[config.mk]
export PLATFORM = sky130hd
export DESIGN_NAME = sorted_event_scheduler
export DESIGN_NICKNAME = d
export VERILOG_FILES = /design/src/rtl/ses_pkg.sv /design/src/rtl/ses_ram.sv /design/src/rtl/sorted_event_scheduler.sv
export VERILOG_INCLUDE_DIRS = /design/src /design/src/rtl
export SDC_FILE = /design/constraint.sdc
export NUM_CORES = 2
export LEC_CHECK = 0
export BUFFER_PORTS_ARGS = -buffer_cell sky130_fd_sc_hd__clkbuf_2
export CORE_MARGIN = 3
export CORE_UTILIZATION = 50
export DETAILED_ROUTE_END_ITERATION = 8
export PLACE_DENSITY = 0.63
export SKIP_LAST_GASP = 1
export SLEW_MARGIN = 30
export SYNTH_ARGS = -nofsm -noshare
export SYNTH_HDL_FRONTEND = slang
export SYNTH_HIERARCHICAL = 1
export SYNTH_SLANG_ARGS = --single-unit
[constraint.sdc]
create_clock -name clk_i -period 10.8 [get_ports clk_i]
set_input_delay 0.54 -clock clk_i [delete_from_list [all_inputs] [get_ports clk_i]]
set_output_delay 0.54 -clock clk_i [all_outputs]
set_load 0.05 [all_outputs]
[src/rtl/assert_macros.svh]
// ----------------------------------------------------------------------------
// assert_macros.svh
// Shared concurrent assertion macros for the scheduler RTL.
// ----------------------------------------------------------------------------
`ifndef ASSERT_MACROS_SVH
`define ASSERT_MACROS_SVH

// Check a property on every rising clock edge outside of reset.
`define ASSERT_ALWAYS(name, clk, rstn, prop, msg) \
  name: assert property (@(posedge clk) disable iff (!rstn) (prop)) else $error(msg);

// Check that a condition implies a consequence in the same cycle.
`define ASSERT_IMPLY(name, clk, rstn, ante, cons, msg) \
  name: assert property (@(posedge clk) disable iff (!rstn) (ante) |-> (cons)) \
    else $error(msg);

`endif

[src/rtl/ses_pkg.sv]
// ----------------------------------------------------------------------------
// ses_pkg
// Types and fixed constants of the sorted event scheduler.
// ----------------------------------------------------------------------------
package ses_pkg;

  // Input operation codes
  localparam logic MODE_SCHED = 1'b0;
  localparam logic MODE_ADV   = 1'b1;

  // Result status codes
  localparam logic [1:0] ST_ACCEPTED = 2'd0;
  localparam logic [1:0] ST_FULL     = 2'd1;
  localparam logic [1:0] ST_FIRED    = 2'd2;
  localparam logic [1:0] ST_NONE     = 2'd3;

  // Due time of the reserved rebase entry
  localparam logic [31:0] REBASE_DELAY = 32'h7FFF_FFFF;

  // Fired results per advance transaction
  localparam int unsigned MAX_OUT = 16;
  localparam int unsigned N_WIDTH = 5;

  // Sequencer states
  typedef enum logic [6:0] {
    S_INIT     = 7'b0000001,
    S_IDLE     = 7'b0000010,
    S_INS_SCAN = 7'b0000100,
    S_INS_PUT  = 7'b0001000,
    S_ADV_CHK  = 7'b0010000,
    S_POP      = 7'b0100000,
    S_SPARE    = 7'b1000000
  } state_e;

endpackage

[src/rtl/ses_ram.sv]
// ----------------------------------------------------------------------------
// ses_ram
// Generic single-write, single-read RAM with registered read data.
// ----------------------------------------------------------------------------
module ses_ram #(
  parameter int unsigned WIDTH = 41,
  parameter int unsigned DEPTH = 16
) (
  input  logic                     clk_i,
  input  logic                     we_i,
  input  logic [$clog2(DEPTH)-1:0] waddr_i,
  input  logic [WIDTH-1:0]         wdata_i,
  input  logic [$clog2(DEPTH)-1:0] raddr_i,
  output logic [WIDTH-1:0]         rdata_o
);

  logic [WIDTH-1:0] mem_q [DEPTH];
  logic [WIDTH-1:0] rdata_q;

  // Write one word, read one word each cycle
  always_ff @(posedge clk_i) begin
    if (we_i) begin
      mem_q[waddr_i] <= wdata_i;
    end
    rdata_q <= mem_q[raddr_i];
  end

  assign rdata_o = rdata_q;

endmodule

[src/rtl/sorted_event_scheduler.sv]
// ----------------------------------------------------------------------------
// sorted_event_scheduler
// Timed event queue kept in due-time order in one RAM; schedules events and
// advances time, firing due events in order with periodic time rebasing.
// ----------------------------------------------------------------------------
//  channel   direction  handshake                     payload
//  command   in         start & !busy                 mode, event_id, amount
//  result    out        result_valid (one cycle)      status, fired_id,
//                                                     fire_time, last
//
//  Schedule: a full queue is refused, else a sorted insert moves later
//  entries up. Advance: checks the head entry and shifts the remaining
//  entries down on each pop; a rebase adds a full shift sweep and a sorted
//  insert. All work goes through the single read and single write port of
//  the entry RAM. After reset the block writes the rebase entry (busy high).
//  Results cannot be stalled; each is shown for exactly one cycle.
// ----------------------------------------------------------------------------
`include "assert_macros.svh"

module sorted_event_scheduler
  import ses_pkg::*;
#(
  parameter int unsigned QUEUE_DEPTH = 16,
  parameter int unsigned ID_WIDTH    = 8
) (
  input  logic                clk_i,
  input  logic                rst_ni,
  input  logic                start,
  output logic                busy,
  input  logic                mode_i,
  input  logic [ID_WIDTH-1:0] event_id_i,
  input  logic [30:0]         amount_i,
  output logic                result_valid_o,
  output logic [1:0]          status_o,
  output logic [ID_WIDTH-1:0] fired_id_o,
  output logic [31:0]         fire_time_o,
  output logic                last_o
);

  localparam int unsigned AW = $clog2(QUEUE_DEPTH);
  localparam int unsigned CW = $clog2(QUEUE_DEPTH + 1);
  localparam int unsigned EW = 33 + ID_WIDTH;

  state_e              state_q, state_d;
  logic [31:0]         cur_q, cur_d;
  logic [31:0]         tgt_q, tgt_d;
  logic [31:0]         sub_q, sub_d;
  logic [CW-1:0]       cnt_q, cnt_d;
  logic [AW-1:0]       idx_q, idx_d;
  logic [N_WIDTH-1:0]  n_q, n_d;
  logic                reb_q, reb_d;
  logic [31:0]         ins_due_q, ins_due_d;
  logic [ID_WIDTH-1:0] ins_id_q, ins_id_d;
  logic                ins_mark_q, ins_mark_d;
  logic                ins_adv_q, ins_adv_d;
  logic [ID_WIDTH-1:0] pend_id_q, pend_id_d;
  logic [31:0]         pend_time_q, pend_time_d;
  logic                stb_q, stb_d;
  logic [1:0]          status_q, status_d;
  logic [ID_WIDTH-1:0] fid_q, fid_d;
  logic [31:0]         ftime_q, ftime_d;
  logic                last_q, last_d;
  logic                fwd_q, fwd_d;
  logic [EW-1:0]       fwd_data_q, fwd_data_d;

  logic                we;
  logic [AW-1:0]       waddr, raddr;
  logic [EW-1:0]       wdata, rdata, ram_rdata;
  logic [31:0]         rd_due;
  logic [ID_WIDTH-1:0] rd_id;
  logic                rd_mark;

  ses_ram #(
    .WIDTH(EW),
    .DEPTH(QUEUE_DEPTH)
  ) u_ram (
    .clk_i  (clk_i),
    .we_i   (we),
    .waddr_i(waddr),
    .wdata_i(wdata),
    .raddr_i(raddr),
    .rdata_o(ram_rdata)
  );

  // Forward a word written in the same cycle as its read
  assign fwd_d      = we && (waddr == raddr);
  assign fwd_data_d = wdata;
  assign rdata      = fwd_q ? fwd_data_q : ram_rdata;

  assign rd_due  = rdata[31:0];
  assign rd_id   = rdata[32 +: ID_WIDTH];
  assign rd_mark = rdata[EW-1];

  // Sequence schedule, advance, pop and insert sweeps
  always_comb begin
    logic [CW-1:0] cnt_m1;
    logic [CW-1:0] idx_p1;
    logic [CW:0]   cnt_p1;
    state_d     = state_q;
    cur_d       = cur_q;
    tgt_d       = tgt_q;
    sub_d       = sub_q;
    cnt_d       = cnt_q;
    idx_d       = idx_q;
    n_d         = n_q;
    reb_d       = reb_q;
    ins_due_d   = ins_due_q;
    ins_id_d    = ins_id_q;
    ins_mark_d  = ins_mark_q;
    ins_adv_d   = ins_adv_q;
    pend_id_d   = pend_id_q;
    pend_time_d = pend_time_q;
    stb_d       = 1'b0;
    status_d    = status_q;
    fid_d       = fid_q;
    ftime_d     = ftime_q;
    last_d      = last_q;
    we          = 1'b0;
    waddr       = '0;
    wdata       = '0;
    raddr       = '0;
    cnt_m1      = cnt_q - 1'b1;
    idx_p1      = CW'(idx_q) + 1'b1;
    cnt_p1      = {1'b0, cnt_q} + 1'b1;

    case (state_q)
      S_INIT: begin
        // Seed the rebase entry
        we      = 1'b1;
        waddr   = '0;
        wdata   = {1'b1, {ID_WIDTH{1'b0}}, REBASE_DELAY};
        state_d = S_IDLE;
      end

      S_IDLE: begin
        if (start) begin
          if (mode_i == MODE_SCHED) begin
            if (cnt_p1 >= (CW+1)'(QUEUE_DEPTH)) begin
              stb_d    = 1'b1;
              status_d = ST_FULL;
              fid_d    = '0;
              ftime_d  = '0;
              last_d   = 1'b1;
            end else begin
              ins_due_d  = cur_q + {1'b0, amount_i};
              ins_id_d   = event_id_i;
              ins_mark_d = 1'b0;
              ins_adv_d  = 1'b0;
              if (cnt_q == '0) begin
                idx_d   = '0;
                state_d = S_INS_PUT;
              end else begin
                raddr   = cnt_m1[AW-1:0];
                idx_d   = AW'(cnt_q);
                state_d = S_INS_SCAN;
              end
            end
          end else begin
            tgt_d   = cur_q + {1'b0, amount_i};
            n_d     = '0;
            raddr   = '0;
            state_d = S_ADV_CHK;
          end
        end
      end

      S_INS_SCAN: begin
        // Shift later entries up until the slot is found
        we    = 1'b1;
        waddr = idx_q;
        if (rd_due > ins_due_q) begin
          wdata = rdata;
          if (idx_q == AW'(1)) begin
            idx_d   = '0;
            state_d = S_INS_PUT;
          end else begin
            raddr = idx_q - 1'b1 - 1'b1;
            idx_d = idx_q - 1'b1;
          end
        end else begin
          wdata = {ins_mark_q, ins_id_q, ins_due_q};
          cnt_d = cnt_q + 1'b1;
          if (ins_adv_q) begin
            raddr   = '0;
            state_d = S_ADV_CHK;
          end else begin
            stb_d    = 1'b1;
            status_d = ST_ACCEPTED;
            fid_d    = '0;
            ftime_d  = '0;
            last_d   = 1'b1;
            state_d  = S_IDLE;
          end
        end
      end

      S_INS_PUT: begin
        we    = 1'b1;
        waddr = idx_q;
        wdata = {ins_mark_q, ins_id_q, ins_due_q};
        cnt_d = cnt_q + 1'b1;
        if (ins_adv_q) begin
          raddr   = '0;
          state_d = S_ADV_CHK;
        end else begin
          stb_d    = 1'b1;
          status_d = ST_ACCEPTED;
          fid_d    = '0;
          ftime_d  = '0;
          last_d   = 1'b1;
          state_d  = S_IDLE;
        end
      end

      S_ADV_CHK: begin
        // Inspect the head entry against the target
        if (cnt_q == '0 || rd_due > tgt_q || (!rd_mark && n_q == N_WIDTH'(MAX_OUT))) begin
          if (cnt_q == '0 || rd_due > tgt_q) begin
            cur_d = tgt_q;
          end
          stb_d   = 1'b1;
          last_d  = 1'b1;
          state_d = S_IDLE;
          if (n_q == '0) begin
            status_d = ST_NONE;
            fid_d    = '0;
            ftime_d  = '0;
          end else begin
            status_d = ST_FIRED;
            fid_d    = pend_id_q;
            ftime_d  = pend_time_q;
          end
        end else begin
          if (rd_mark) begin
            sub_d      = rd_due;
            tgt_d      = tgt_q - rd_due;
            cur_d      = '0;
            reb_d      = 1'b1;
            ins_due_d  = REBASE_DELAY;
            ins_id_d   = '0;
            ins_mark_d = 1'b1;
            ins_adv_d  = 1'b1;
          end else begin
            if (n_q != '0) begin
              stb_d    = 1'b1;
              status_d = ST_FIRED;
              fid_d    = pend_id_q;
              ftime_d  = pend_time_q;
              last_d   = 1'b0;
            end
            pend_id_d   = rd_id;
            pend_time_d = rd_due;
            n_d         = n_q + 1'b1;
            cur_d       = rd_due;
            sub_d       = '0;
            reb_d       = 1'b0;
          end
          if (cnt_q == CW'(1)) begin
            cnt_d = '0;
            if (rd_mark) begin
              idx_d   = '0;
              state_d = S_INS_PUT;
            end else begin
              raddr   = '0;
              state_d = S_ADV_CHK;
            end
          end else begin
            raddr   = AW'(1);
            idx_d   = AW'(1);
            state_d = S_POP;
          end
        end
      end

      S_POP: begin
        // Shift entries down by one, rebasing their due times
        we    = 1'b1;
        waddr = idx_q - 1'b1;
        wdata = {rd_mark, rd_id, rd_due - sub_q};
        if (idx_p1 < cnt_q) begin
          raddr = idx_p1[AW-1:0];
          idx_d = idx_p1[AW-1:0];
        end else begin
          cnt_d = cnt_m1;
          if (reb_q) begin
            idx_d   = cnt_m1[AW-1:0];
            raddr   = cnt_m1[AW-1:0] - 1'b1;
            state_d = S_INS_SCAN;
          end else begin
            raddr   = '0;
            state_d = S_ADV_CHK;
          end
        end
      end

      default: begin
        state_d = S_IDLE;
      end
    endcase
  end

  // Hold control state
  always_ff @(posedge clk_i or negedge rst_ni) begin
    if (!rst_ni) begin
      state_q <= S_INIT;
      cur_q   <= '0;
      cnt_q   <= CW'(1);
      idx_q   <= '0;
      n_q     <= '0;
      reb_q   <= 1'b0;
      stb_q   <= 1'b0;
      ins_adv_q <= 1'b0;
      fwd_q   <= 1'b0;
    end else begin
      state_q <= state_d;
      cur_q   <= cur_d;
      cnt_q   <= cnt_d;
      idx_q   <= idx_d;
      n_q     <= n_d;
      reb_q   <= reb_d;
      stb_q   <= stb_d;
      ins_adv_q <= ins_adv_d;
      fwd_q   <= fwd_d;
    end
  end

  // Hold payload registers
  always_ff @(posedge clk_i) begin
    tgt_q       <= tgt_d;
    sub_q       <= sub_d;
    ins_due_q   <= ins_due_d;
    ins_id_q    <= ins_id_d;
    ins_mark_q  <= ins_mark_d;
    pend_id_q   <= pend_id_d;
    pend_time_q <= pend_time_d;
    status_q    <= status_d;
    fid_q       <= fid_d;
    ftime_q     <= ftime_d;
    last_q      <= last_d;
    fwd_data_q  <= fwd_data_d;
  end

  assign busy           = (state_q != S_IDLE);
  assign result_valid_o = stb_q;
  assign status_o       = status_q;
  assign fired_id_o     = fid_q;
  assign fire_time_o    = ftime_q;
  assign last_o         = last_q;

  `ASSERT_ALWAYS(a_state_onehot, clk_i, rst_ni, $onehot(state_q), "state not one-hot")
  `ASSERT_ALWAYS(a_cnt_bound, clk_i, rst_ni, cnt_q < CW'(QUEUE_DEPTH), "entry count overflow")
  `ASSERT_ALWAYS(a_n_bound, clk_i, rst_ni, n_q <= N_WIDTH'(MAX_OUT), "too many fired results")
  `ASSERT_IMPLY(a_plain_result, clk_i, rst_ni, stb_q && status_q != ST_FIRED,
    last_q && fid_q == '0 && ftime_q == '0, "non-fired result not clean")

endmodule
==> summary.md <==
| Metric | Value |
|---|---|
| Leakage power total | 17.1 nW |
| Routed len/inst | 25.7 um |
| Root buf cell | clkbuf_16 |
| Top cell type's share of synthesized area | 58.4% |
| Hold Startpoint | event_id_i[3] |
| Syn nets | 3111 |
| Setup slack, reg-to-reg | 3.55 ns |
| Min Tclk post-route | 7.25 ns |
| Die area | 90400 um2 |
| Ys flop type | edfxtp_1 |
| Row count | 107 |
| Vias in the first global route | 26500 |
| CP Data Required Time | 11.34 ns |
| Final WL | 110000 um |
| DRT iter0 DRCs | 2537 |
| Fin. max-slew vios | 0 |
| Worst min path class | primary input to flip-flop |
| Setup slack at placement | 3.70 ns |
| Nature of the critical path startpoint | flip-flop |
| Final worst path period share | 67.1% |
| HPWL after DPL | 67700 um |
| Num CTS Buffers | 99 |
| Endpoint class of the critical path | flip-flop |
| Chip height | 301 um |
| Reg2reg path depth | 18 |
| Hold buffer count at cts | 1 |
| Final hold violations | 0 |
| Terminating pin of the worst hold path | ins_id_q[3] |
| First-pass iteration count of the detailed router | 6 |
| RSZ-0062 raised after global routing | no |
| First-pass GRT wire length | 166000 um |
| Placed Area | 45500 um2 |
| Remaining Overflow, GRT | 0 |
| Max_slew headroom | 33.7% |
| Area of the core | 85700 um2 |
| CTS HTree Levels | 3 |
| Slowest CP cell | nor3_1 |
| Worst skew pair latency | 0.67 ns |
| Mean post-synth cell area | 14.8 um2 |
| Via count | 26100 |
| Critical Path, Cell by Cell | buf_4 -> mux2i_1 -> inv_1 -> ha_1 -> nor2b_1 -> o21a_1 -> o21ai_1 -> a2111oi_0 -> or3_1 -> nor3_1 -> nor3_1 -> inv_1 -> o211ai_1 -> buf_12 -> buf_16 -> mux4_2 -> a22oi_1 -> nand2_1 |
| GP Congestion | 0.930 |
| Largest net degree at the start of global routing | 165 |
| Synth top area cells | edfxtp_1 58%, mux4_2 8.5%, ha_1 4.0% |
| GR met2 Demand/Resource | 39.9% |
| Cell area after layout | 48800 um2 |
| Synth Instances | 2926 |
| ANT nets after route | 0 |
| Worst vdd ir | 0.000132 V |
| Least-Margin Pin Slew | 0.994 ns |
| Io pins | 88 |
| WHS Path Cells | 2 |
| Clk slew on worst S/H paths | 0.06 ns |
| Worst Skew | 0.0356 ns |
| Share of layout cells above drive strength 1 | 17.6% |
| Crit path largest cell delay | 0.83 ns |
| Synth area leader | edfxtp_1 |
| CP Data Arrival Time | 7.79 ns |
| Fin nets | 3230 |
| CTS Buffer Depth | 3 |
| Layout Utilization | 57.0% |
| Reg2Reg Capture Point | u_ram/rdata_o[6] |
| Post-route total power | 0.0116 W |
| Setup violations, final | 0 |
| Reg-to-Reg Start | fwd_q |
| Status | finished, final reports clean |
| CTS tree | built |
| GRT Total Usage | 24.4% |
| Synth cell types | 96 |
| Quantity of I/O buffers inserted on ports | 87 |
| Sequential area share after synthesis | 65.4% |
| Fin Setup TNS | 0 ns |
| Max frequency | 138 MHz |
| Worst Setup Slack, final | 3.55 ns |
| Setup Fix Bufs, Post-CTS | 0 |
| Max_cap viols | 0 |
| PostCTS Resize Cnt | 0 |
| Antenna violations before repair | 0 |
| # DRC | 0 |
| Kind of critical path | flip-flop to flip-flop |
| Synth top cells by count | 844 x edfxtp_1, 227 x nand2_1, 164 x mux4_2 |
| EDFF count, synth | 844 |
| Initial Util | 50.7% |
| Grt met3 use | 2.96% |
| Power Dens Cells | 238 nW/um2 |
| Yosys warns | 6 |
| Synthesized area | 43400 um2 |
| M1 GR Usage | 34.6% |
| FF+latch count, synth | 982 |
| Via density | 6.10 |
| Post-synthesis async set-or-reset flop share | 5.70% |
| Most used routing layer | met2 |
| Clk sink count | 982 |
| Die X | 301 um |
| Area grow syn2layout | 12.4% |
| Top-count cell post-synth | edfxtp_1 |
| Crit path max fanout | 68 |
==> cell usage in the layout (no fill, tap or decap), types with 20 or more instances in the layout <==
master	netlist	layout
o21ai_0	85	85
xor2_1	32	32
nor2_1	155	141
clkbuf_16	0	100
a22oi_1	86	86
ha_1	139	139
xnor2_1	46	46
a31oi_1	46	46
nand3_1	59	59
clkbuf_2	0	87
a21oi_1	105	104
and2_1	54	53
dfrtp_1	54	53
a21o_1	47	47
nand2b_1	22	22
nor3_1	28	22
buf_4	10	55
inv_1	131	130
clkbuf_1	72	20
dfxtp_1	82	82
edfxtp_1	844	844
mux4_2	164	164
mux2i_1	47	46
nand2_1	227	226
==> metal layers <==
metal	share of wire [%]	vias up	wire length [um]
met5	0	-	0
met4	2.7	0	2930
met3	6.4	191	7040
met2	48	988	52500
met1	43	13300	47300
li1	-	11600	-
==> flip-flops by register name (all words and copies together) (netlist names) <==
signal	cells
reb_q	1
ins_adv_q	1
u_ram/rdata_o	41
u_ram/mem_q	656
ins_mark_q	1
idx_q	4
fired_id_o	8
tgt_q	32
state_q	6
n_q	5
ins_due_q	32
result_valid_o	1
last_o	1
pend_id_q	8
ins_id_q	8
fwd_q	1
status_o	2
fwd_data_q	41
cur_q	32
pend_time_q	32
cnt_q	5
sub_q	32
fire_time_o	32
==> where the power goes <==
part	switching, W	internal [W]
registers	0.000167	0.00464
logic	0.00215	0.00123
clock network	0.00144	0.00199
==> worst max-delay path by stage <==
stage                        end   from  slack (ns)  cells after the start
6_report        u_ram/rdata_o[6]  fwd_q        3.55                     18
4_1_cts         u_ram/rdata_o[6]  fwd_q        3.69                     17
2_1_floorplan             n_q[1]  fwd_q        3.97                     15
5_1_grt         u_ram/rdata_o[4]  fwd_q        3.00                     18
3_5_place_dp    u_ram/rdata_o[6]  fwd_q        3.70                     17
3_3_place_gp   u_ram/rdata_o[32]  fwd_q        3.91                     17
==> area by class of cell <==
class                      instances  area (um2)
tap                             1144        1430
clock buffer                     126        2660
fill                            6721       36900
multi-input combinational       1680       14300
clock inverter                    58         593
inverter                         134         503
antenna                            2        5.00
timing repair buffer             148         965
sequential                       982       28400
==> metrics by stage <==
| step | cells | hold slack, ns |
|---|---|---|
| final | 4274 | 0.167 |
| after global routing | 4272 | 0.161 |
| after CTS | 4270 | 0.130 |
| after detailed placement | 4085 | 0.440 |
| after global placement | 4085 | 0.440 |
| after floorplan | 2926 | 0.244 |
==> cells by family (layout without fill, tap and decap cells) <==
kind of cell	count (synthesis)	after routing	share of synthesized area (%)
buffers and inverters	264	466	2.49
xor gates and xnor gates	78	78	1.57
AOI/OAI and AO/OA	583	583	9.39
adders and majority gates	142	142	4.14
muxes	224	224	9.93
and+or+nand+nor	652	652	7.08
DFF	982	982	65.4
other	1	3	0.00864
==> critical path: cells and delay by family (launching register included) <==
| family | cells | cell delay [ns] |
|---|---|---|
| buffers and inverters | 5 | 1.96 |
| and+or+nand+nor | 5 | 1.60 |
| AOI/OAI and AO/OA | 5 | 1.29 |
| muxes | 2 | 1.13 |
| DFF | 1 | 0.60 |
| adders and majority gates | 1 | 0.37 |
Note: power is estimated with default switching activity, not from simulation.
